`config.mk`:
```
export PLATFORM = sky130hd
export DESIGN_NAME = nie_cell
export DESIGN_NICKNAME = d
export VERILOG_FILES = /design/src/rtl/core/newton_interpolation_engine_macros.svh /design/src/rtl/core/nie_pkg.sv /design/src/rtl/core/nie_cell.sv
export SDC_FILE = /design/constraint.sdc
export NUM_CORES = 1
export LEC_CHECK = 0
export ABC_AREA = 1
export BUFFER_PORTS_ARGS = -buffer_cell sky130_fd_sc_hd__buf_2
export CAP_MARGIN = 20
export CORE_AREA = 2 2 151 153
export CTS_CLUSTER_DIAMETER = 150
export DETAILED_ROUTE_END_ITERATION = 12
export DIE_AREA = 0 0 153 155
export PLACE_DENSITY = 0.61
export SLEW_MARGIN = 20
export SYNTH_ARGS = -nofsm -noshare
export SYNTH_HDL_FRONTEND = slang
export SYNTH_SLANG_ARGS = --single-unit
```
`constraint.sdc`:
```
create_clock -name clk -period 2.1 [get_ports clk]
set_input_delay 0.63 -clock clk [delete_from_list [all_inputs] [get_ports clk]]
set_output_delay 0.63 -clock clk [all_outputs]
set_load 0.05 [all_outputs]
```
`src/rtl/core/newton_interpolation_engine_macros.svh`:
```
// ---------------------------------------------------------------------------
// Newton interpolation engine assertion macros
// Concurrent assertion wrappers shared by the RTL of the engine.
// ---------------------------------------------------------------------------
`ifndef NEWTON_INTERPOLATION_ENGINE_MACROS_SVH
`define NEWTON_INTERPOLATION_ENGINE_MACROS_SVH

`ifndef ASSERT_OFF
// Checked on every clock edge outside of reset.
`define NIE_ASSERT(lbl, prop) \
  lbl: assert property (@(posedge clk) disable iff (!rst_n) prop) \
    else $error("newton_interpolation_engine: assertion failed");
// Checked on every clock edge, reset included.
`define NIE_ASSERT_RST(lbl, prop) \
  lbl: assert property (@(posedge clk) prop) \
    else $error("newton_interpolation_engine: reset assertion failed");
`else
`define NIE_ASSERT(lbl, prop)
`define NIE_ASSERT_RST(lbl, prop)
`endif

`endif

```
`src/rtl/core/nie_pkg.sv`:
```
// ---------------------------------------------------------------------------
// Newton interpolation engine package
// Word format, payload structs, control structs and saturation helpers.
// ---------------------------------------------------------------------------
package nie_pkg;

  localparam int MAX_POINTS = 16;
  localparam int WORD_BITS  = 32;
  localparam int FRAC_BITS  = 16;
  localparam int IDX_BITS   = $clog2(MAX_POINTS);
  localparam int CNT_BITS   = $clog2(MAX_POINTS + 1);
  localparam int PROD_BITS  = 2 * WORD_BITS;

  localparam logic OP_ADD  = 1'b0;
  localparam logic OP_EVAL = 1'b1;

  localparam logic [1:0] ST_OK   = 2'd0;
  localparam logic [1:0] ST_FULL = 2'd1;
  localparam logic [1:0] ST_DUP  = 2'd2;
  localparam logic [1:0] ST_OVF  = 2'd3;

  typedef logic signed [WORD_BITS-1:0] word_t;
  typedef logic signed [WORD_BITS:0]   wide_t;
  typedef logic [IDX_BITS-1:0]         idx_t;
  typedef logic [CNT_BITS-1:0]         cnt_t;

  localparam word_t UNIT = word_t'(1) << FRAC_BITS;

  typedef struct packed {
    logic  op;
    word_t x_val;
    word_t y_val;
  } in_t;

  typedef struct packed {
    word_t      value;
    logic [1:0] status;
    cnt_t       point_count;
  } out_t;

  typedef struct packed {
    word_t node;
    word_t tail;
    word_t lead;
  } cell_word_t;

  typedef struct packed {
    logic fwd;
    logic bwd;
    logic we;
  } node_ctl_t;

  typedef struct packed {
    logic fwd;
    logic bwd;
    logic tail_we;
    logic lead_we;
  } coef_ctl_t;

  typedef struct packed {
    word_t value;
    logic  ovf;
  } sat_t;

  // Clamp a sign and magnitude pair to the signed word range.
  function automatic sat_t sat_mag(input logic neg, input logic [PROD_BITS-1:0] mag);
    logic [PROD_BITS-1:0] lim;
    logic [PROD_BITS-1:0] m;
    sat_t                 r;
    lim = PROD_BITS'({1'b0, {(WORD_BITS-1){1'b1}}}) + PROD_BITS'(neg);
    r.ovf = (mag > lim);
    m = r.ovf ? lim : mag;
    r.value = neg ? word_t'(-m) : word_t'(m);
    return r;
  endfunction

  // Clamp a one-bit-wider signed sum or difference to the word range.
  function automatic sat_t sat_wide(input wide_t s);
    logic [WORD_BITS:0] mag;
    mag = s[WORD_BITS] ? (WORD_BITS+1)'(-s) : (WORD_BITS+1)'(s);
    return sat_mag(s[WORD_BITS], PROD_BITS'(mag));
  endfunction

  // Step a ring position by one with wrap-around.
  function automatic idx_t idx_step(input idx_t i, input logic up);
    idx_t r;
    if (up) begin
      r = (i == idx_t'(MAX_POINTS - 1)) ? '0 : i + idx_t'(1);
    end else begin
      r = (i == '0) ? idx_t'(MAX_POINTS - 1) : i - idx_t'(1);
    end
    return r;
  endfunction

endpackage

```
`src/rtl/core/nie_cell.sv`:
```
// ---------------------------------------------------------------------------
// Newton interpolation engine ring cell
// Holds one node abscissa, one running difference and one coefficient.
// ---------------------------------------------------------------------------
module nie_cell (
  input  logic               clk,
  input  nie_pkg::node_ctl_t node_ctl,
  input  nie_pkg::coef_ctl_t coef_ctl,
  input  nie_pkg::cell_word_t from_next,
  input  nie_pkg::cell_word_t from_prev,
  input  nie_pkg::word_t     wr_node,
  input  nie_pkg::word_t     wr_coef,
  input  nie_pkg::word_t     probe_x,
  output nie_pkg::cell_word_t word_q,
  output logic               hit
);
  import nie_pkg::*;

  word_t node_r;
  word_t tail_r;
  word_t lead_r;

  // The node ring and the coefficient ring rotate independently.
  always_ff @(posedge clk) begin
    if (node_ctl.fwd) begin
      node_r <= from_next.node;
    end else if (node_ctl.bwd) begin
      node_r <= from_prev.node;
    end else if (node_ctl.we) begin
      node_r <= wr_node;
    end
    if (coef_ctl.fwd) begin
      tail_r <= from_next.tail;
      lead_r <= from_next.lead;
    end else if (coef_ctl.bwd) begin
      tail_r <= from_prev.tail;
      lead_r <= from_prev.lead;
    end else begin
      if (coef_ctl.tail_we) begin
        tail_r <= wr_coef;
      end
      if (coef_ctl.lead_we) begin
        lead_r <= wr_coef;
      end
    end
  end

  assign word_q = '{node: node_r, tail: tail_r, lead: lead_r};
  assign hit    = (node_r == probe_x);

endmodule

```
==> flow_metrics.env <==
export IMPL_nets=1344
export IMPL_power_mw=6.084
export IMPL_p_per_area_mw_per_mm2=759.9
export IMPL_path_clk_slew_ps=70
export IMPL_start_util_pct=24.05
export IMPL_p_leak_nw=4.023
export IMPL_clockBufferDepth=2
export IMPL_gp_congestion=0.8551
export IMPL_first_global_vias=5777
export IMPL_io_pins=393
export IMPL_finalHoldViolCount=0
export IMPL_crit_fanout=3
export IMPL_crit_buf_inv=1
export IMPL_coreArea_mm2=0.02223
export IMPL_h_tree_depth=3
export IMPL_cts_tree="built"
export IMPL_syn_inst=664
export IMPL_vias=6001
export IMPL_grt_overflow_total=0
export IMPL_dp_cells=1322
export IMPL_grt_usage_pct=16.64
export IMPL_cp_arrival_ps=1610
export IMPL_synth_nets=960
export IMPL_fp_dieW_um=153
export IMPL_final_period_utilization_pct=106.5
export IMPL_syn2layout_area_growth_pct=49.79
export IMPL_utilization_pct=36.02
export IMPL_worst_slack_ps=-135.6
export IMPL_hold_class="in2reg"
export IMPL_post_cts_setup_buffer_count=0
export IMPL_fin_area_mm2=0.008006
export IMPL_whs_ps=601.1
export IMPL_pre_cts_slack_ps=-289.0
export IMPL_fp_row_count=55
export IMPL_drc=0
export IMPL_grt_max_degree=69
export IMPL_slew_violations=0
export IMPL_max_stage_delay_ps=460
export IMPL_die_y_um=155
export IMPL_whs_path_depth=3
export IMPL_cts_sinks=96
export IMPL_hpwl_um=16550
export IMPL_run_status="complete, but fails checks"
export IMPL_synth_seq_area_share_pct=53.93
export IMPL_cp_depth=8
export IMPL_firstDrtPassIters=5
export IMPL_yosys_warnings=0
export IMPL_numCtsBuffers=9
export IMPL_violations="setup timing"
export IMPL_clockRootBuffer="clkbuf_16"
export IMPL_synth_cell_type_count=13
export IMPL_die_area_mm2=0.02372
export IMPL_irDropWorstVdd_v=0.0003117
export IMPL_whs_endpoint="node_r[8]"
export IMPL_cp_start_kind="register"
export IMPL_hold_buffers=0
export IMPL_yosys_register_bits=96
export IMPL_worstPathRequired_ps=1470
export IMPL_synth_area_per_cell_um2=8.050
export IMPL_tns_ps=-135.6
export IMPL_drive_above_1_share_pct=41.79
export IMPL_antenna_found_initial=0
export IMPL_dpl_cell_area_mm2=0.007680
export IMPL_drt_vias_per_instance=4.485
export IMPL_cp_end_kind="primary output"
export IMPL_critPathKind="reg2out"
export IMPL_grt_first_pass_wirelength_um=30420
export IMPL_wire_per_inst_um=15.35
export IMPL_crit_top_cell="nand2_1"
export IMPL_rsz0062_at_grt="yes"
export IMPL_crit_start="node_r[14]"
export IMPL_ant_nets=0
export IMPL_hp_start="from_next[72]"
export IMPL_cp_cell_sequence="nand2_1 -> nand2_2 -> nor2_2 -> nand2_1 -> nor2_1 -> nand2_1 -> nor2_4 -> buf_6"
export IMPL_max_freq_mhz=447.3
export IMPL_setup_violations=1
export IMPL_period_needed_ps=2236
export IMPL_final_cells=1338
export IMPL_drt_initial_drc_count=359
export IMPL_cap_violations=0
export IMPL_wl_um=20530
export IMPL_slew_headroom_pct=74.20
export IMPL_crit_path_top_delay_cell="edfxtp_1"
export IMPL_critPathTopFamily="simple AND/OR/NAND/NOR gates"
export IMPL_synth_area_mm2=0.005345
export IMPL_worst_pin_slew_ps=387.0
export IMPL_numPortBuffers=392
export IMPL_diodes=0
==> per-layer routing <==
metal | share of wire (%) | global-route usage, %
met1 | 38 | 18.33
met2 | 48 | 29.08
met3 | 10 | 5.989
met4 | 3.1 | 7.099
met5 | 0 | 0
==> kinds of logic after synthesis <==
family / synth area share (%)
XOR/XNOR: 0.4917
AO/OA/AOI/OAI: 13.48
flip-flops: 53.93
AND/OR/NAND/NOR: 24.44
buffers and inverters: 7.654
==> flip-flops by register name, indices dropped and copies added (netlist names) <==
register,flops
node_r,32
lead_r,32
tail_r,32
==> power breakdown <==
group          internal [mW]  switching, mW  total (mW)  leakage (nW)
Sequential              2.37         0.0950        2.46         0.986
Clock                  0.941          0.796        1.74         0.147
Combinational          0.543           1.34        1.89          2.89
Total                   3.85           2.23        6.08          4.02
==> tightest hold or removal path, cell delays in order <==
cell and delay (ps):
buf_2 70, nor2_1 30, a21oi_1 90
==> final cells by class <==
type | count | area [um2]
Inverter | 51 | 192.7
Multi-Input combinational cell | 479 | 2086
Fill cell | 2388 | 14220
Timing Repair Buffer | 411 | 2186
Sequential cell | 96 | 2883
Clock inverter | 7 | 77.57
Clock buffer | 9 | 225.2
Tap cell | 285 | 356.6
==> worst max path at each step <==
stage,endpoint,slack (ps)
after global placement,hit,-290
final,hit,-140
after CTS,hit,-210
after floorplan,lead_r[0],20
after global routing,hit,-290
after detailed placement,hit,-290
==> synthesized netlist by cell type <==
cell	n	area share [%]
inv_1	50	3.5
xor2_1	3	0.49
edfxtp_1	96	54
clkbuf_1	5	0.35
a31oi_1	64	7.5
buf_2	24	2.2
buf_1	1	0.070
inv_2	1	0.070
a21oi_1	64	6.0
buf_6	4	0.84
buf_4	4	0.56
nor2_1	142	10
nand2_1	206	14
==> cells in the final DEF, fill, tap and decap left out, drive strengths merged <==
cell type  instances
bufinv             1
xor2               3
a21oi             64
clkinv             2
clkinvlp           1
inv               54
a31oi             64
nor2             142
nand2            206
clkbuf             9
edfxtp            96
buf              411
==> timing repair <==
| item | in CTS | in global routing |
|---|---|---|
| endpoints found under the hold margin | 0 | 0 |
| resized for setup | 6 | 3 |
| setup endpoints to repair | 1 | 1 |
Note: power is estimated with default switching activity, not from simulation.
