--- config.mk ---
export PLATFORM = sky130hd
export DESIGN_NAME = nie_mul
export DESIGN_NICKNAME = d
export VERILOG_FILES = /design/src/rtl/core/newton_interpolation_engine_macros.svh /design/src/rtl/core/nie_pkg.sv /design/src/rtl/core/nie_mul.sv
export SDC_FILE = /design/constraint.sdc
export NUM_CORES = 2
export LEC_CHECK = 0
export ABC_AREA = 1
export BUFFER_PORTS_ARGS = -buffer_cell sky130_fd_sc_hd__buf_4
export CAP_MARGIN = 20
export CORE_MARGIN = 2
export CORE_UTILIZATION = 45
export CTS_CLUSTER_SIZE = 20
export DETAILED_ROUTE_END_ITERATION = 7
export GPL_ROUTABILITY_DRIVEN = 0
export PLACE_DENSITY = 0.66
export SETUP_SLACK_MARGIN = 0.2
export SLEW_MARGIN = 15
export SYNTH_ARGS = -nofsm -noshare
export SYNTH_HDL_FRONTEND = slang
export SYNTH_SLANG_ARGS = --single-unit
--- constraint.sdc ---
create_clock -name clk -period 10.7 [get_ports clk]
set_input_delay 1.605 -clock clk [delete_from_list [all_inputs] [get_ports clk]]
set_output_delay 1.605 -clock clk [all_outputs]
set_load 0.02 [all_outputs]
--- src/rtl/core/newton_interpolation_engine_macros.svh ---
// ---------------------------------------------------------------------------
// Newton interpolation engine assertion macros
// Concurrent assertion wrappers shared by the RTL of the engine.
// ---------------------------------------------------------------------------
`ifndef NEWTON_INTERPOLATION_ENGINE_MACROS_SVH
`define NEWTON_INTERPOLATION_ENGINE_MACROS_SVH

`ifndef ASSERT_OFF
// Checked on every clock edge outside of reset.
`define NIE_ASSERT(lbl, prop) \
  lbl: assert property (@(posedge clk) disable iff (!rst_n) prop) \
    else $error("newton_interpolation_engine: assertion failed");
// Checked on every clock edge, reset included.
`define NIE_ASSERT_RST(lbl, prop) \
  lbl: assert property (@(posedge clk) prop) \
    else $error("newton_interpolation_engine: reset assertion failed");
`else
`define NIE_ASSERT(lbl, prop)
`define NIE_ASSERT_RST(lbl, prop)
`endif

`endif

--- src/rtl/core/nie_pkg.sv ---
// ---------------------------------------------------------------------------
// Newton interpolation engine package
// Word format, payload structs, control structs and saturation helpers.
// ---------------------------------------------------------------------------
package nie_pkg;

  localparam int MAX_POINTS = 16;
  localparam int WORD_BITS  = 32;
  localparam int FRAC_BITS  = 16;
  localparam int IDX_BITS   = $clog2(MAX_POINTS);
  localparam int CNT_BITS   = $clog2(MAX_POINTS + 1);
  localparam int PROD_BITS  = 2 * WORD_BITS;

  localparam logic OP_ADD  = 1'b0;
  localparam logic OP_EVAL = 1'b1;

  localparam logic [1:0] ST_OK   = 2'd0;
  localparam logic [1:0] ST_FULL = 2'd1;
  localparam logic [1:0] ST_DUP  = 2'd2;
  localparam logic [1:0] ST_OVF  = 2'd3;

  typedef logic signed [WORD_BITS-1:0] word_t;
  typedef logic signed [WORD_BITS:0]   wide_t;
  typedef logic [IDX_BITS-1:0]         idx_t;
  typedef logic [CNT_BITS-1:0]         cnt_t;

  localparam word_t UNIT = word_t'(1) << FRAC_BITS;

  typedef struct packed {
    logic  op;
    word_t x_val;
    word_t y_val;
  } in_t;

  typedef struct packed {
    word_t      value;
    logic [1:0] status;
    cnt_t       point_count;
  } out_t;

  typedef struct packed {
    word_t node;
    word_t tail;
    word_t lead;
  } cell_word_t;

  typedef struct packed {
    logic fwd;
    logic bwd;
    logic we;
  } node_ctl_t;

  typedef struct packed {
    logic fwd;
    logic bwd;
    logic tail_we;
    logic lead_we;
  } coef_ctl_t;

  typedef struct packed {
    word_t value;
    logic  ovf;
  } sat_t;

  // Clamp a sign and magnitude pair to the signed word range.
  function automatic sat_t sat_mag(input logic neg, input logic [PROD_BITS-1:0] mag);
    logic [PROD_BITS-1:0] lim;
    logic [PROD_BITS-1:0] m;
    sat_t                 r;
    lim = PROD_BITS'({1'b0, {(WORD_BITS-1){1'b1}}}) + PROD_BITS'(neg);
    r.ovf = (mag > lim);
    m = r.ovf ? lim : mag;
    r.value = neg ? word_t'(-m) : word_t'(m);
    return r;
  endfunction

  // Clamp a one-bit-wider signed sum or difference to the word range.
  function automatic sat_t sat_wide(input wide_t s);
    logic [WORD_BITS:0] mag;
    mag = s[WORD_BITS] ? (WORD_BITS+1)'(-s) : (WORD_BITS+1)'(s);
    return sat_mag(s[WORD_BITS], PROD_BITS'(mag));
  endfunction

  // Step a ring position by one with wrap-around.
  function automatic idx_t idx_step(input idx_t i, input logic up);
    idx_t r;
    if (up) begin
      r = (i == idx_t'(MAX_POINTS - 1)) ? '0 : i + idx_t'(1);
    end else begin
      r = (i == '0) ? idx_t'(MAX_POINTS - 1) : i - idx_t'(1);
    end
    return r;
  endfunction

endpackage

--- src/rtl/core/nie_mul.sv ---
// ---------------------------------------------------------------------------
// Newton interpolation engine multiplier
// Two-stage fixed-point multiply with rescale and saturation.
// ---------------------------------------------------------------------------
module nie_mul (
  input  logic           clk,
  input  logic           rst_n,
  input  logic           start,
  input  nie_pkg::word_t a,
  input  nie_pkg::word_t b,
  output logic           done,
  output nie_pkg::sat_t  res
);
  import nie_pkg::*;

  logic                 v1_r;
  logic                 done_r;
  logic                 neg_r;
  logic [PROD_BITS-1:0] prod_r;
  sat_t                 res_r;
  logic [WORD_BITS-1:0] amag;
  logic [WORD_BITS-1:0] bmag;

  always_comb begin
    amag = a[WORD_BITS-1] ? WORD_BITS'(-a) : WORD_BITS'(a);
    bmag = b[WORD_BITS-1] ? WORD_BITS'(-b) : WORD_BITS'(b);
  end

  always_ff @(posedge clk) begin
    if (!rst_n) begin
      v1_r   <= 1'b0;
      done_r <= 1'b0;
    end else begin
      v1_r   <= start;
      done_r <= v1_r;
    end
  end

  always_ff @(posedge clk) begin
    prod_r <= PROD_BITS'(amag) * PROD_BITS'(bmag);
    neg_r  <= a[WORD_BITS-1] ^ b[WORD_BITS-1];
    res_r  <= sat_mag(neg_r, prod_r >> FRAC_BITS);
  end

  assign done = done_r;
  assign res  = res_r;

endmodule

==> impl_results.md <==
* Run status: completed
* H-tree Lvls at 3
* Num ports at 101
* Period Utilization, post-route at 94.5%
* Post-synth EDFFs at 0
* Layout cell share with drive strength beyond 1 at 6.43%
* Initial antenna violation count at 4
* Clock-pin slew on the worst setup and hold paths at 0.07 ns
* Root buffer cell: clkbuf_16
* Clock sink total at 84
* Final Worst Setup Slack at 0.584 ns
* CP Launch Type: input pin
* Asr flop ratio synth at 0%
* Routed vias/inst at 5.32
* Per-cell routed wire length at 20.9 um
* Gr ovfl total at 0
* Synthesized instance count at 4923
* MaxCap Viol Count at 0
* Largest net degree at the start of global routing at 60
* Mapped Avg Cell Area at 7.82 um^2
* Synth Warn # at 0
* Multi-input gate area at 0.0313 mm^2
* Required time worst endpoint at 10.97 ns
* 1st-pass router iterations at 8
* Mapped Area at 0.0385 mm^2
* Via count at 32600
* Clk_lat worst skew at 0.36 ns
* # hold bufs at CTS at 0
* FF+latch area at 0.00168 mm^2
* First-pass GRT wire length at 196000 um
* Core ar. at 0.0850 mm^2
* CP max stage cell: fa_1
* Pre-CTS worst setup slack at 0.106 ns
* Final setup fails at 0
* ANT nets after route at 0
* Final Hold Vio Count at 0
* Total GRT Usage at 30.0%
* RSZ-0062 raised after global routing: no
* TritonCTS clock tree: done
* Synth Flop Type: dfxtp_1
* Area Overhead vs Synth at 7.02%
* Setup_tns at 0 ns
* Die area at 0.0880 mm^2
* Fin crit period at 10.12 ns
* Final wirelength at 128000 um
* Crit Path Max Fanout at 23
* Highest-count cells in the layout ignoring fill and taps: inv_1 (1226), nand2_1 (965), fa_1 (895), nor2_1 (669), ha_1 (295)
* Seq/Total Area, Yosys at 4.37%
* CP peak stage delay at 0.60 ns
* Post-layout nets at 6243
* FILL cells at 8360
* Hold crit path type: flop to flop
* Final Skew at 0.0102 ns
* CTS buffer count at 9
* Slew Limit Headroom at 34.9%
* Chip height at 297 um
* Post-Syn Nets at 6180
* DRC marker count from the first detailed-route iteration at 3016
* Seq cells post-synth at 84
* Setup CP Type: input pin to flop
* Deepest clock path buffer count at 2
* Row count at 107
* Die X at 297 um
* F_max at 0.0989 GHz
* Slew at the pin with the worst max-slew slack at 0.974 ns
* Remaining DRCs at 0
* Cell mode on critical path: fa_1
* Arr. time, crit path at 10.39 ns
* Buffers on Ports at 100
* Hpwl dp at 108000 um
* Synth cell types at 55
* Commonest non-fill, non-tap cell in the layout: inv_1
* Vias in the first global route at 33700
* Fin. max-slew vios at 0
* Initial core utilization at 45.3%
* Crit. End Element: flop
==> state kept, by name, indices dropped and copies added, names as in the netlist <==
signal  cells
neg_r       1
res        33
prod_r     48
v1_r        1
done        1
==> cell type report <==
cell class	instances	share of cell area (%)
timing repair buffer	225	4.18
multi-input combinational	3403	76.0
clock inverter	6	0.173
clock buffer	10	0.580
sequential	84	4.08
tap	1144	3.47
antenna	1	0.00607
inverter	1263	11.5
==> metal layers <==
layer  GRT usage, %  vias up  share of wire [%]  wire (um)
met5              0        -              0.033         42
met4           16.6        6                7.2       9280
met3           6.76      414                 11      14200
met2           46.8     1837                 44      56000
met1           38.7    16000                 38      48700
li1               -    14300                  -          -
==> worst max-delay path, delay by kind of cell <==
family	cells	cell delay [ns]
AND/OR/NAND/NOR	10	1.71
adder cells (fa/ha/maj)	9	4.22
XOR/XNOR	2	0.60
AO/OA/AOI/OAI	7	1.32
buffers and inverters	6	0.92
==> through the flow <==
stage | hold WS, ns | area (um^2) | std cells | utilization [%]
final | 0.415 | 41200 | 6136 | 48.5
after global routing | 0.433 | 41200 | 6135 | 48.5
after CTS | 0.417 | 41200 | 6134 | 48.4
after detailed placement | 0.401 | 40900 | 6118 | 48.1
after global placement | 0.400 | 40900 | 6118 | 48.1
after floorplan | 0.390 | 38500 | 4923 | -
==> kinds of logic after synthesis <==
group	after synthesis	share of synthesized area [%]
flip-flops	84	4.37
buffers and inverters	1436	14.4
AO/OA/AOI/OAI	295	4.22
multiplexers	3	0.0877
AND/OR/NAND/NOR	1842	19.1
XOR/XNOR	73	1.77
adder cells (fa/ha/maj)	1190	56.1
==> what timing repair did <==
item,CTS,global route
buffers inserted,0,0
setup endpoints to repair,0,14
resized for setup,0,2
==> Yosys cell counts, types with 2 or more instances <==
master	number	area share (%)
o31ai_1	3	0.058
o21bai_1	4	0.078
nor2_2	9	0.15
buf_1	11	0.11
fa_1	895	47
buf_4	11	0.21
xnor2_1	27	0.61
clkinv_1	17	0.17
xor2_1	42	0.96
o21ai_2	4	0.091
inv_1	1227	12
a21oi_1	122	1.6
nor4_1	8	0.13
nand2_1	965	9.4
o21ai_1	11	0.14
or2_2	13	0.21
o21ai_0	99	1.3
ha_1	295	9.6
nand2_2	8	0.13
or3_1	3	0.049
nand4_1	24	0.39
nand3_1	96	1.2
nand3b_1	7	0.14
dfxtp_1	84	4.4
and3_1	2	0.032
clkbuf_1	106	1.0
a221oi_1	2	0.045
nand3_2	3	0.078
buf_6	7	0.20
o211ai_1	6	0.12
nor3_1	23	0.30
nor2_1	669	6.5
buf_2	38	0.49
o21a_1	14	0.27
a31oi_1	22	0.36
nor3_2	5	0.13
inv_2	17	0.17
mux2_2	3	0.088
a21o_1	3	0.058
xor2_2	3	0.13
==> final timing paths <==
kind / from / slack, ns / endpoint / depth (start not counted)
setup / recovery: b[0] / 0.58 / prod_r[50] / 34
hold / removal: v1_r / 0.41 / done / 2
setup reg to reg: neg_r / 6.03 / res[19] / 21
hold reg to reg: v1_r / 0.41 / done / 2
Power is left out: the tool's default activity adds up to more than one toggle a clock period on the data nets, which glitch-free logic cannot reach.
