## src/rtl/core/newton_interpolation_engine_macros.svh

```systemverilog
// ---------------------------------------------------------------------------
// Newton interpolation engine assertion macros
// Concurrent assertion wrappers shared by the RTL of the engine.
// ---------------------------------------------------------------------------
`ifndef NEWTON_INTERPOLATION_ENGINE_MACROS_SVH
`define NEWTON_INTERPOLATION_ENGINE_MACROS_SVH

`ifndef ASSERT_OFF
// Checked on every clock edge outside of reset.
`define NIE_ASSERT(lbl, prop) \
  lbl: assert property (@(posedge clk) disable iff (!rst_n) prop) \
    else $error("newton_interpolation_engine: assertion failed");
// Checked on every clock edge, reset included.
`define NIE_ASSERT_RST(lbl, prop) \
  lbl: assert property (@(posedge clk) prop) \
    else $error("newton_interpolation_engine: reset assertion failed");
`else
`define NIE_ASSERT(lbl, prop)
`define NIE_ASSERT_RST(lbl, prop)
`endif

`endif

```

## src/rtl/core/nie_pkg.sv

```systemverilog
// ---------------------------------------------------------------------------
// Newton interpolation engine package
// Word format, payload structs, control structs and saturation helpers.
// ---------------------------------------------------------------------------
package nie_pkg;

  localparam int MAX_POINTS = 16;
  localparam int WORD_BITS  = 32;
  localparam int FRAC_BITS  = 16;
  localparam int IDX_BITS   = $clog2(MAX_POINTS);
  localparam int CNT_BITS   = $clog2(MAX_POINTS + 1);
  localparam int PROD_BITS  = 2 * WORD_BITS;

  localparam logic OP_ADD  = 1'b0;
  localparam logic OP_EVAL = 1'b1;

  localparam logic [1:0] ST_OK   = 2'd0;
  localparam logic [1:0] ST_FULL = 2'd1;
  localparam logic [1:0] ST_DUP  = 2'd2;
  localparam logic [1:0] ST_OVF  = 2'd3;

  typedef logic signed [WORD_BITS-1:0] word_t;
  typedef logic signed [WORD_BITS:0]   wide_t;
  typedef logic [IDX_BITS-1:0]         idx_t;
  typedef logic [CNT_BITS-1:0]         cnt_t;

  localparam word_t UNIT = word_t'(1) << FRAC_BITS;

  typedef struct packed {
    logic  op;
    word_t x_val;
    word_t y_val;
  } in_t;

  typedef struct packed {
    word_t      value;
    logic [1:0] status;
    cnt_t       point_count;
  } out_t;

  typedef struct packed {
    word_t node;
    word_t tail;
    word_t lead;
  } cell_word_t;

  typedef struct packed {
    logic fwd;
    logic bwd;
    logic we;
  } node_ctl_t;

  typedef struct packed {
    logic fwd;
    logic bwd;
    logic tail_we;
    logic lead_we;
  } coef_ctl_t;

  typedef struct packed {
    word_t value;
    logic  ovf;
  } sat_t;

  // Clamp a sign and magnitude pair to the signed word range.
  function automatic sat_t sat_mag(input logic neg, input logic [PROD_BITS-1:0] mag);
    logic [PROD_BITS-1:0] lim;
    logic [PROD_BITS-1:0] m;
    sat_t                 r;
    lim = PROD_BITS'({1'b0, {(WORD_BITS-1){1'b1}}}) + PROD_BITS'(neg);
    r.ovf = (mag > lim);
    m = r.ovf ? lim : mag;
    r.value = neg ? word_t'(-m) : word_t'(m);
    return r;
  endfunction

  // Clamp a one-bit-wider signed sum or difference to the word range.
  function automatic sat_t sat_wide(input wide_t s);
    logic [WORD_BITS:0] mag;
    mag = s[WORD_BITS] ? (WORD_BITS+1)'(-s) : (WORD_BITS+1)'(s);
    return sat_mag(s[WORD_BITS], PROD_BITS'(mag));
  endfunction

  // Step a ring position by one with wrap-around.
  function automatic idx_t idx_step(input idx_t i, input logic up);
    idx_t r;
    if (up) begin
      r = (i == idx_t'(MAX_POINTS - 1)) ? '0 : i + idx_t'(1);
    end else begin
      r = (i == '0) ? idx_t'(MAX_POINTS - 1) : i - idx_t'(1);
    end
    return r;
  endfunction

endpackage

```

## src/rtl/core/nie_div.sv

```systemverilog
// ---------------------------------------------------------------------------
// Newton interpolation engine divider
// Radix-2 restoring divider giving a saturated fixed-point quotient.
// ---------------------------------------------------------------------------
module nie_div (
  input  logic           clk,
  input  logic           rst_n,
  input  logic           start,
  input  nie_pkg::wide_t num,
  input  nie_pkg::wide_t den,
  output logic           busy,
  output logic           done,
  output nie_pkg::sat_t  res
);
  import nie_pkg::*;

  localparam int STEP_BITS = $clog2(WORD_BITS);

  typedef enum logic [1:0] {D_IDLE, D_RUN, D_FIN} dstate_t;

  dstate_t                        state_r;
  logic [STEP_BITS-1:0]           step_r;
  logic                           neg_r;
  logic                           big_r;
  logic [WORD_BITS-1:0]           dmag_r;
  logic [WORD_BITS-1:0]           rem_r;
  logic [WORD_BITS-1:0]           low_r;
  logic [WORD_BITS-1:0]           quo_r;
  logic                           done_r;
  sat_t                           res_r;

  logic [WORD_BITS:0]             nabs;
  logic [WORD_BITS:0]             dabs;
  logic [WORD_BITS+FRAC_BITS-1:0] numer;
  logic [FRAC_BITS-1:0]           numer_hi;
  logic [WORD_BITS:0]             rem_sh;
  logic                           qbit;

  always_comb begin
    nabs     = num[WORD_BITS] ? (WORD_BITS+1)'(-num) : (WORD_BITS+1)'(num);
    dabs     = den[WORD_BITS] ? (WORD_BITS+1)'(-den) : (WORD_BITS+1)'(den);
    numer    = {nabs[WORD_BITS-1:0], {FRAC_BITS{1'b0}}};
    numer_hi = numer[WORD_BITS+FRAC_BITS-1:WORD_BITS];
    rem_sh   = {rem_r, low_r[WORD_BITS-1]};
    qbit     = (rem_sh >= {1'b0, dmag_r});
  end

  always_ff @(posedge clk) begin
    if (!rst_n) begin
      state_r <= D_IDLE;
      done_r  <= 1'b0;
    end else begin
      done_r <= (state_r == D_FIN);
      case (state_r)
        D_IDLE: begin
          if (start) begin
            neg_r  <= num[WORD_BITS] ^ den[WORD_BITS];
            dmag_r <= dabs[WORD_BITS-1:0];
            rem_r  <= WORD_BITS'(numer_hi);
            low_r  <= numer[WORD_BITS-1:0];
            quo_r  <= '0;
            step_r <= '0;
            // A quotient of a full word or more saturates at once.
            big_r  <= (WORD_BITS'(numer_hi) >= dabs[WORD_BITS-1:0]);
            state_r <= (WORD_BITS'(numer_hi) >= dabs[WORD_BITS-1:0]) ? D_FIN : D_RUN;
          end
        end
        D_RUN: begin
          rem_r  <= qbit ? WORD_BITS'(rem_sh - {1'b0, dmag_r}) : rem_sh[WORD_BITS-1:0];
          quo_r  <= {quo_r[WORD_BITS-2:0], qbit};
          low_r  <= {low_r[WORD_BITS-2:0], 1'b0};
          step_r <= step_r + STEP_BITS'(1);
          if (step_r == STEP_BITS'(WORD_BITS - 1)) begin
            state_r <= D_FIN;
          end
        end
        D_FIN: begin
          res_r   <= sat_mag(neg_r, big_r ? {PROD_BITS{1'b1}} : PROD_BITS'(quo_r));
          state_r <= D_IDLE;
        end
        default: state_r <= D_IDLE;
      endcase
    end
  end

  assign busy = (state_r != D_IDLE);
  assign done = done_r;
  assign res  = res_r;

endmodule

```

## config.mk

```make
export PLATFORM = sky130hd
export DESIGN_NAME = nie_div
export DESIGN_NICKNAME = d
export VERILOG_FILES = /design/src/rtl/core/newton_interpolation_engine_macros.svh /design/src/rtl/core/nie_pkg.sv /design/src/rtl/core/nie_div.sv
export SDC_FILE = /design/constraint.sdc
export NUM_CORES = 1
export LEC_CHECK = 0
export BUFFER_PORTS_ARGS = -buffer_cell sky130_fd_sc_hd__buf_2
export CORE_MARGIN = 2
export CORE_UTILIZATION = 40
export CTS_BUF_LIST = sky130_fd_sc_hd__clkbuf_16
export DETAILED_ROUTE_END_ITERATION = 8
export HOLD_SLACK_MARGIN = 0.1
export SYNTH_ARGS = -nofsm -noshare
export SYNTH_HDL_FRONTEND = slang
export SYNTH_SLANG_ARGS = --single-unit
```

## constraint.sdc

```tcl
create_clock -name clk -period 7.2 [get_ports clk]
set_input_delay 1.44 -clock clk [delete_from_list [all_inputs] [get_ports clk]]
set_output_delay 1.44 -clock clk [all_outputs]
set_load 0.1 [all_outputs]
```

==> results of run 1 <==
## registers in the layout (all words and copies together) (netlist names)
register,flops
big_r,1
dmag_r,32
done,1
low_r,16
neg_r,1
quo_r,32
rem_r,32
res,33
state_r,2
step_r,5
## metal layers
metal  part of all wire [%]  vias to the layer above
met5                      0                        -
met4                   0.92                        0
met3                    3.4                       20
met2                     46                      193
met1                     50                     4498
li1                       -                     4875
## power breakdown
group | total, mW | internal (mW) | leakage, nW | switching (mW)
Combinational | 1.64 | 0.608 | 3.37 | 1.03
Sequential | 1.37 | 1.24 | 1.46 | 0.127
Clock | 0.933 | 0.526 | 0.294 | 0.407
Total | 3.94 | 2.38 | 5.12 | 1.57
## metrics by stage
| stage | setup slack [ns] | cell area [µm²] |
|---|---|---|
| 2_1_floorplan | 0.5106 | 11720 |
| 3_3_place_gp | 1.303 | 12600 |
| 3_5_place_dp | 1.139 | 12600 |
| 4_1_cts | 1.122 | 13210 |
| 5_1_grt | 0.6088 | 13210 |
| 6_report | 1.097 | 13210 |
## final cells by class
type	instances	area (µm²)	area share [%]
well taps	384	480.5	3.636
clock inverters	15	182.7	1.383
repair buffers	115	605.6	4.583
multi-input cells	977	6590	49.88
inverters	80	301.5	2.282
flip-flops and latches	155	4624	35.00
clock buffers	17	425.4	3.220
diodes	1	2.502	0.01894
## how the worst max path moves through the flow
stage,startpoint,to,slack (ns),cells past startpoint
6_report,big_r,res[29],1.10,19
4_1_cts,big_r,res[29],1.12,19
2_1_floorplan,neg_r,res[29],0.51,24
5_1_grt,big_r,res[29],0.61,19
3_3_place_gp,big_r,res[29],1.30,19
3_5_place_dp,big_r,res[29],1.14,19
## logic make-up (layout without fill, tap and decap cells)
group,Yosys count,after routing,share of synthesized area (%)
XOR/XNOR,87,87,6.501
multiplexers,13,13,1.132
other,0,1,0
flip-flops,155,155,39.45
AO/OA/AOI/OAI,349,349,19.49
AND/OR/NAND/NOR,442,442,19.57
adder cells (fa/ha/maj),86,86,9.244
buffers and inverters,143,227,4.611
## worst register-to-register path: stages, from the launching register on
cell      delay (ns)
edfxtp_1        0.71
or2_2           0.43
ha_1            0.31
nand4_1         0.11
or2_1           0.28
nor3_1          0.27
nand2_1         0.11
o21ai_0         0.20
nor2_1          0.08
inv_1           0.40
nand2_1         0.15
o21ai_0         0.12
ha_1            0.40
nand3_1         0.21
or4_4           0.48
or4_1           0.49
or4_1           0.53
or2_0           0.23
a211oi_1        0.24
a211oi_1        0.07
## placed cells by master, fill, tap and decap left out, types with 12 or more instances in the layout
cell       count
edfxtp_1     152
buf_2        103
o21ai_0       99
nor2_1        94
ha_1          85
inv_1         78
nand2_1       76
a21oi_1       63
xnor2_1       46
nor3_1        43
xor2_1        41
or2_2         40
nand3_1       38
and2_1        38
a21o_1        32
a211oi_1      25
or3_1         22
a31oi_1       20
nor4_1        17
clkbuf_16     17
nand4_1       16
o31ai_1       15
o21ai_1       13
o41ai_1       13
buf_4         12
==> results.sh, run 1 <==
export IMPL_drt_vias_per_instance=5.497
export IMPL_ff2ff_setup_slack_ns=1.10
export IMPL_setup_tns_ns=0
export IMPL_busiest_layer="met2"
export IMPL_htree_levels=4
export IMPL_path_clk_slew_ns=0.07
export IMPL_final_cells=1744
export IMPL_max_freq_mhz=163.8
export IMPL_chipWidth_um=175.2
export IMPL_rr_worst_depth=19
export IMPL_grt_pass1_vias=8981
export IMPL_worstSetupEndpointType="register"
export IMPL_synth_top_area_cell="edfxtp_1"
export IMPL_io_pins=104
export IMPL_numPortBuffers=103
export IMPL_nets=1501
export IMPL_cts_tree="built"
export IMPL_crit_slowest_cell="edfxtp_1"
export IMPL_dp_hpwl_mm=20.36
export IMPL_synthCells=1275
export IMPL_total_power_mw=3.944
export IMPL_min_period_over_period_pct=84.77
export IMPL_status="finished clean"
export IMPL_gr_usage_met2_pct=29.97
export IMPL_start_util_pct=40.73
export IMPL_leakage_nw=5.119
export IMPL_ys_top_cells_by_count="edfxtp_1 (152), o21ai_0 (99), nor2_1 (96)"
export IMPL_drtIter0Drc=617
export IMPL_synth_area_um2=11720
export IMPL_slew_headroom_pct=29.93
export IMPL_num_vias=9586
export IMPL_setup_viol=0
export IMPL_place_congestion=0.8604
export IMPL_ys_ff_latch=155
export IMPL_clock_latency_ns=0.43
export IMPL_worstMarginPinSlew_ns=1.048
export IMPL_dp_cells=1711
export IMPL_drive_gt1_share_pct=15.16
export IMPL_post_cts_resized=0
export IMPL_fillers=2782
export IMPL_synth_area_leaders="edfxtp_1 (39%), ha_1 (9.1%), o21ai_0 (4.2%), xnor2_1 (3.4%), nor2_1 (3.1%)"
export IMPL_yosysTopAreaCellShare_pct=38.94
export IMPL_hold_slack_ns=0.5294
export IMPL_track_usage_pct=18.42
export IMPL_cts_sinks=155
export IMPL_arrival_ns=6.25
export IMPL_synth_edf_count=152
export IMPL_timing_rr_end="res[29]"
export IMPL_crit_chain="or2_2 -> ha_1 -> nand4_1 -> or2_1 -> nor3_1 -> nand2_1 -> o21ai_0 -> nor2_1 -> inv_1 -> nand2_1 -> o21ai_0 -> ha_1 -> nand3_1 -> or4_4 -> or4_1 -> or4_1 -> or2_0 -> a211oi_1 -> a211oi_1"
export IMPL_cts_buffer_depth=2
export IMPL_ir_worst_vdd_v=0.0001791
export IMPL_fp_dieArea_um2=30690
export IMPL_finalClockSkew_ns=0.01308
export IMPL_rows=62
export IMPL_ys_seq_area_share_pct=39.45
export IMPL_area_growth_pct=12.72
export IMPL_antenna_found_initial=1
export IMPL_grt_max_degree=69
export IMPL_grt_overflow_total=0
export IMPL_worst_setup_path_start_kind="register"
export IMPL_critPathKind="register to register"
export IMPL_ctsHoldBuffers=0
export IMPL_power_per_cell_area_nw_per_um2=298.5
export IMPL_drc_errors=0
export IMPL_ys_warn_count=0
export IMPL_synthDistinctLibCells=75
export IMPL_cts_root_buffer="clkbuf_16"
export IMPL_min_path_type="register to register"
export IMPL_wire_per_inst_um=16.15
export IMPL_hold_violations=0
export IMPL_synth_top_flop_cell="edfxtp_1"
export IMPL_ys_async_sr_fraction_pct=0
export IMPL_synthesis_nets=1430
export IMPL_drv_slew=0
export IMPL_rsz0062_at_grt="no"
export IMPL_holdPathStages=2
export IMPL_use_met3_pct=2.654
export IMPL_max_cap_violations=0
export IMPL_die_h_um=175.2
export IMPL_cts_setup_buffers=0
export IMPL_crit_family="simple AND/OR/NAND/NOR gates"
export IMPL_synth_most_common_cell="edfxtp_1"
export IMPL_cts_inserted_buffers=17
export IMPL_grt_first_pass_wirelength_mm=45.88
export IMPL_fin_util_pct=45.91
export IMPL_cp_required_ns=7.35
export IMPL_drt_total_wl_mm=28.17
export IMPL_first_pass_iters=5
export IMPL_hp_start="low_r[19]"
export IMPL_min_delay_worst_endpoint="low_r[20]"
export IMPL_reg2reg_from="big_r"
export IMPL_coreArea_um2=28780
export IMPL_postRouteAntennaNets=0
export IMPL_avgSynthCellArea_um2=9.193
export IMPL_critPathBufInv=1
export IMPL_slowest_delay_ns=0.71
export IMPL_min_period_ns=6.104
export IMPL_grt_util_met1_pct=25.91
export IMPL_critPathMaxFanout=33
(Power assumes the default switching activity.)
==> run 2, diff against run 1 <==
==> constraint.sdc (replaced) <==
create_clock -name clk -period 5.9 [get_ports clk]
set_input_delay 1.18 -clock clk [delete_from_list [all_inputs] [get_ports clk]]
set_output_delay 1.18 -clock clk [all_outputs]
set_load 0.1 [all_outputs]
==> results.sh, run 2 (synthesis gave the netlist of run 1 again) <==
export IMPL_status="finished clean"
export IMPL_place_congestion=0.8575
export IMPL_post_cts_resized=0
export IMPL_timing_rr_end="res[29]"
export IMPL_ctsHoldBuffers=0
export IMPL_setup_viol=0
export IMPL_drtIter0Drc=771
export IMPL_hold_violations=0
export IMPL_arrival_ns=5.67
export IMPL_cts_setup_buffers=0
export IMPL_worstMarginPinSlew_ns=1.005
export IMPL_pre_cts_ws_ns=0.5106
export IMPL_power_per_cell_area_nw_per_um2=362.6
export IMPL_fin_area_um2=13270
export IMPL_drv_slew=0
export IMPL_dp_hpwl_mm=20.19
export IMPL_min_path_type="register to register"
export IMPL_coreArea_um2=28780
export IMPL_layout_commonest_cell="edfxtp_1"
export IMPL_worst_slack_ns=0.4792
export IMPL_cts_sinks=155
export IMPL_track_usage_pct=18.59
export IMPL_reg2reg_from="big_r"
export IMPL_die_h_um=175.2
export IMPL_io_pins=104
export IMPL_mostFrequentLayoutCells="edfxtp_1 (152), buf_2 (103), o21ai_0 (96)"
export IMPL_fin_util_pct=46.10
export IMPL_drc_errors=0
export IMPL_total_power_mw=4.810
export IMPL_rr_worst_depth=19
export IMPL_drt_total_wl_mm=27.89
export IMPL_largest_register_ffs=33
export IMPL_max_cap_violations=0
export IMPL_cts_inserted_buffers=17
export IMPL_numPortBuffers=103
export IMPL_min_period_over_period_pct=91.88
export IMPL_fillers=2737
export IMPL_grt_max_degree=79
export IMPL_finalClockSkew_ns=0.01045
export IMPL_path_clk_slew_ns=0.07
export IMPL_max_freq_mhz=184.5
export IMPL_worstSetupEndpointType="register"
export IMPL_rsz0062_at_grt="no"
export IMPL_ir_worst_vdd_v=0.0002178
export IMPL_critPathMaxFanout=33
export IMPL_cts_root_buffer="clkbuf_16"
export IMPL_worst_setup_path_start_kind="register"
export IMPL_hp_start="low_r[29]"
export IMPL_nets=1505
export IMPL_wire_per_inst_um=15.97
export IMPL_min_period_ns=5.421
export IMPL_leakage_nw=5.142
export IMPL_start_util_pct=40.73
export IMPL_min_delay_worst_endpoint="low_r[30]"
export IMPL_htree_levels=4
export IMPL_drive_gt1_share_pct=15.70
export IMPL_n_antenna_cell=0
export IMPL_cts_buffer_depth=2
export IMPL_cp_required_ns=6.14
export IMPL_grt_first_pass_wirelength_mm=46.29
export IMPL_clock_latency_ns=0.43
export IMPL_drt_vias_per_instance=5.606
export IMPL_rows=62
export IMPL_antenna_found_initial=0
export IMPL_slew_headroom_pct=32.85
export IMPL_grt_overflow_total=0
export IMPL_holdPathStages=2
export IMPL_ff2ff_setup_slack_ns=0.48
export IMPL_grt_pass1_vias=9180
export IMPL_chipWidth_um=175.2
export IMPL_place_area_um2=12670
export IMPL_critPathKind="register to register"
export IMPL_area_growth_pct=13.18
export IMPL_first_pass_iters=5
export IMPL_num_vias=9793
export IMPL_setup_tns_ns=0
export IMPL_postRouteAntennaNets=0
export IMPL_fp_dieArea_um2=30690
export IMPL_cts_tree="built"
## run 2: changes by cell type in the layout (fill, tap and decap cells not counted), sizes merged
cell and delta:
diode -1, clkinvlp +1, inv -4, buf +4, clkinv +2, bufinv +1
## run 2: how the worst max path moves through the flow
stage	from	end	slack [ns]	cells after the start
2_1_floorplan	neg_r	res[29]	-0.04	24
3_3_place_gp	big_r	res[29]	0.65	19
3_5_place_dp	big_r	res[29]	0.51	19
4_1_cts	big_r	res[29]	0.49	19
5_1_grt	big_r	res[29]	0.09	19
6_report	big_r	res[29]	0.48	19
## run 2: cell type report
cell class	instances	area [µm²]	area share, %
Timing Repair Buffer	119	648.1	4.885
Multi-Input combinational cell	977	6610	49.83
Sequential cell	155	4624	34.86
Clock buffer	17	425.4	3.207
Clock inverter	15	175.2	1.320
Inverter	80	302.8	2.282
Tap cell	384	480.5	3.622
## run 2: metrics by stage
| stage | instances | hold WS (ns) |
|---|---|---|
| floorplan | 1275 | 0.4963 |
| global placement | 1715 | 0.5079 |
| detailed placement | 1715 | 0.5214 |
| CTS | 1747 | 0.5377 |
| global route | 1747 | 0.5628 |
| finish | 1747 | 0.5324 |
## run 2: report_power, final
part           internal, mW  total (mW)  switching, mW
Combinational         0.752        2.01           1.26
Sequential             1.52        1.68          0.159
Clock                 0.665        1.12          0.454
## run 2: metal layers
metal	wire length (µm)	GRT usage, %	share of wire (%)
met4	374	5.139	1.3
met5	0	0	0
met3	1255	2.611	4.5
met2	12760	29.97	46
met1	13510	26.09	48
## run 2: critical path, cell delays in order (launching register included)
cell,delay (ns)
edfxtp_1,0.73
or2_2,0.43
ha_1,0.29
a21o_1,0.16
a21o_1,0.17
a21oi_1,0.15
o21ai_0,0.10
o31ai_1,0.31
o21ai_1,0.13
nor2_2,0.14
inv_1,0.11
o21ai_1,0.13
ha_1,0.20
nand3_2,0.10
or4_4,0.47
or4_4,0.47
or4_4,0.50
or2_0,0.22
and3_1,0.18
a211oi_1,0.24
==> run 3, diff against run 2 <==
==> constraint.sdc (replaced) <==
create_clock -name clk -period 5.9 [get_ports clk]
set_input_delay 0.59 -clock clk [delete_from_list [all_inputs] [get_ports clk]]
set_output_delay 0.59 -clock clk [all_outputs]
set_load 0.1 [all_outputs]
==> results.sh, run 3 (synthesis gave the netlist of run 1 again) <==
export IMPL_drc_errors=0
export IMPL_critPathKind="register to register"
export IMPL_ir_worst_vdd_v=0.0002341
export IMPL_reg2reg_from="big_r"
export IMPL_cts_inserted_buffers=17
export IMPL_coreArea_um2=28780
export IMPL_cts_buffer_depth=2
export IMPL_wire_per_inst_um=16.21
export IMPL_status="finished clean"
export IMPL_dp_cells=1715
export IMPL_fp_dieArea_um2=30690
export IMPL_mostFrequentLayoutCells="edfxtp_1 (152), buf_2 (103), o21ai_0 (96)"
export IMPL_fin_util_pct=45.92
export IMPL_timing_rr_end="res[29]"
export IMPL_numPortBuffers=103
export IMPL_slew_headroom_pct=18.03
export IMPL_drive_gt1_share_pct=15.79
export IMPL_fillers=2719
export IMPL_drv_slew=0
export IMPL_post_cts_resized=0
export IMPL_max_freq_mhz=185.9
export IMPL_leakage_nw=5.110
export IMPL_holdPathStages=1
export IMPL_grt_overflow_total=0
export IMPL_htree_levels=4
export IMPL_finalClockSkew_ns=0.01642
export IMPL_power_per_cell_area_nw_per_um2=360.8
export IMPL_cp_required_ns=6.05
export IMPL_area_growth_pct=12.76
export IMPL_setup_viol=0
export IMPL_hold_slack_ns=0.4172
export IMPL_clock_latency_ns=0.43
export IMPL_ff2ff_setup_slack_ns=0.52
export IMPL_largest_register_ffs=33
export IMPL_hp_start="den[0]"
export IMPL_rr_worst_depth=19
export IMPL_drtIter0Drc=726
export IMPL_layout_commonest_cell="edfxtp_1"
export IMPL_grt_first_pass_wirelength_mm=46.80
export IMPL_drt_vias_per_instance=5.531
export IMPL_first_pass_iters=5
export IMPL_worst_setup_path_start_kind="register"
export IMPL_die_h_um=175.2
export IMPL_ctsHoldBuffers=0
export IMPL_io_pins=104
export IMPL_drt_total_wl_mm=28.32
export IMPL_min_period_ns=5.378
export IMPL_rsz0062_at_grt="no"
export IMPL_nets=1505
export IMPL_start_util_pct=40.73
export IMPL_hold_violations=0
export IMPL_antenna_found_initial=1
export IMPL_chipWidth_um=175.2
export IMPL_cts_setup_buffers=0
export IMPL_final_cells=1747
export IMPL_worstMarginPinSlew_ns=1.230
export IMPL_arrival_ns=5.53
export IMPL_cts_sinks=155
export IMPL_min_path_type="input port to register"
export IMPL_cts_root_buffer="clkbuf_16"
export IMPL_rows=62
export IMPL_critPathMaxFanout=33
export IMPL_cts_tree="built"
export IMPL_num_vias=9662
export IMPL_min_period_over_period_pct=91.16
export IMPL_postRouteAntennaNets=0
export IMPL_track_usage_pct=18.73
export IMPL_worstSetupEndpointType="register"
export IMPL_setup_tns_ns=0
export IMPL_min_delay_worst_endpoint="dmag_r[0]"
export IMPL_place_congestion=0.8526
export IMPL_max_cap_violations=0
export IMPL_grt_max_degree=75
export IMPL_dp_hpwl_mm=20.23
export IMPL_grt_pass1_vias=9163
export IMPL_path_clk_slew_ns=0.07
[run 3: worst max-delay path by stage]
stage / startpoint / to / slack [ns] / cells past startpoint
finish: big_r / res[29] / 0.52 / 19
global route: big_r / res[29] / 0.01 / 19
CTS: big_r / res[29] / 0.49 / 19
detailed placement: big_r / res[29] / 0.48 / 19
global placement: big_r / res[29] / 0.66 / 19
floorplan: neg_r / res[29] / -0.04 / 24
[run 3: per-layer routing]
layer  track usage [%]  part of all wire, %
met2             30.46                   46
met5                 0                    0
met3             2.720                  5.0
met1             26.13                   48
met4             4.861                  1.3
[run 3: report_power, final]
group          total, mW  internal (mW)  switching [mW]
sequential          1.68           1.52           0.162
combinational       2.01          0.749            1.26
clock               1.08          0.587           0.489
total               4.77           2.85            1.91
[run 3: stage by stage]
stage | instance area [µm²] | setup slack [ns] | total power [mW]
floorplan | 11780 | -0.03584 | 3.188
global placement | 12650 | 0.6599 | 3.660
detailed placement | 12650 | 0.4827 | 3.696
CTS | 13210 | 0.4933 | 4.787
global route | 13220 | 0.01171 | 5.112
finish | 13220 | 0.5216 | 4.769
[run 3: cell type report]
| type | count | area (µm²) | share of cell area, % |
|---|---|---|---|
| timing repair buffer | 119 | 635.6 | 4.809 |
| multi-input combinational | 977 | 6610 | 50.01 |
| sequential | 155 | 4624 | 34.99 |
| tap | 384 | 480.5 | 3.635 |
| antenna | 1 | 2.502 | 0.01893 |
| inverter | 80 | 302.8 | 2.291 |
| clock inverter | 14 | 135.1 | 1.022 |
| clock buffer | 17 | 425.4 | 3.219 |
[run 3: critical path: stages (launching register included)]
cell,delay [ns]
edfxtp_1,0.73
or2_2,0.43
ha_1,0.30
a21o_1,0.17
a21o_1,0.17
a21oi_1,0.13
o21ai_0,0.11
o31ai_1,0.31
o21ai_1,0.13
nor2_2,0.14
inv_1,0.11
o21ai_1,0.14
ha_1,0.19
nand3_2,0.10
or4_4,0.47
or4_4,0.47
or4_4,0.50
or2_0,0.23
a211oi_1,0.21
a211oi_1,0.07
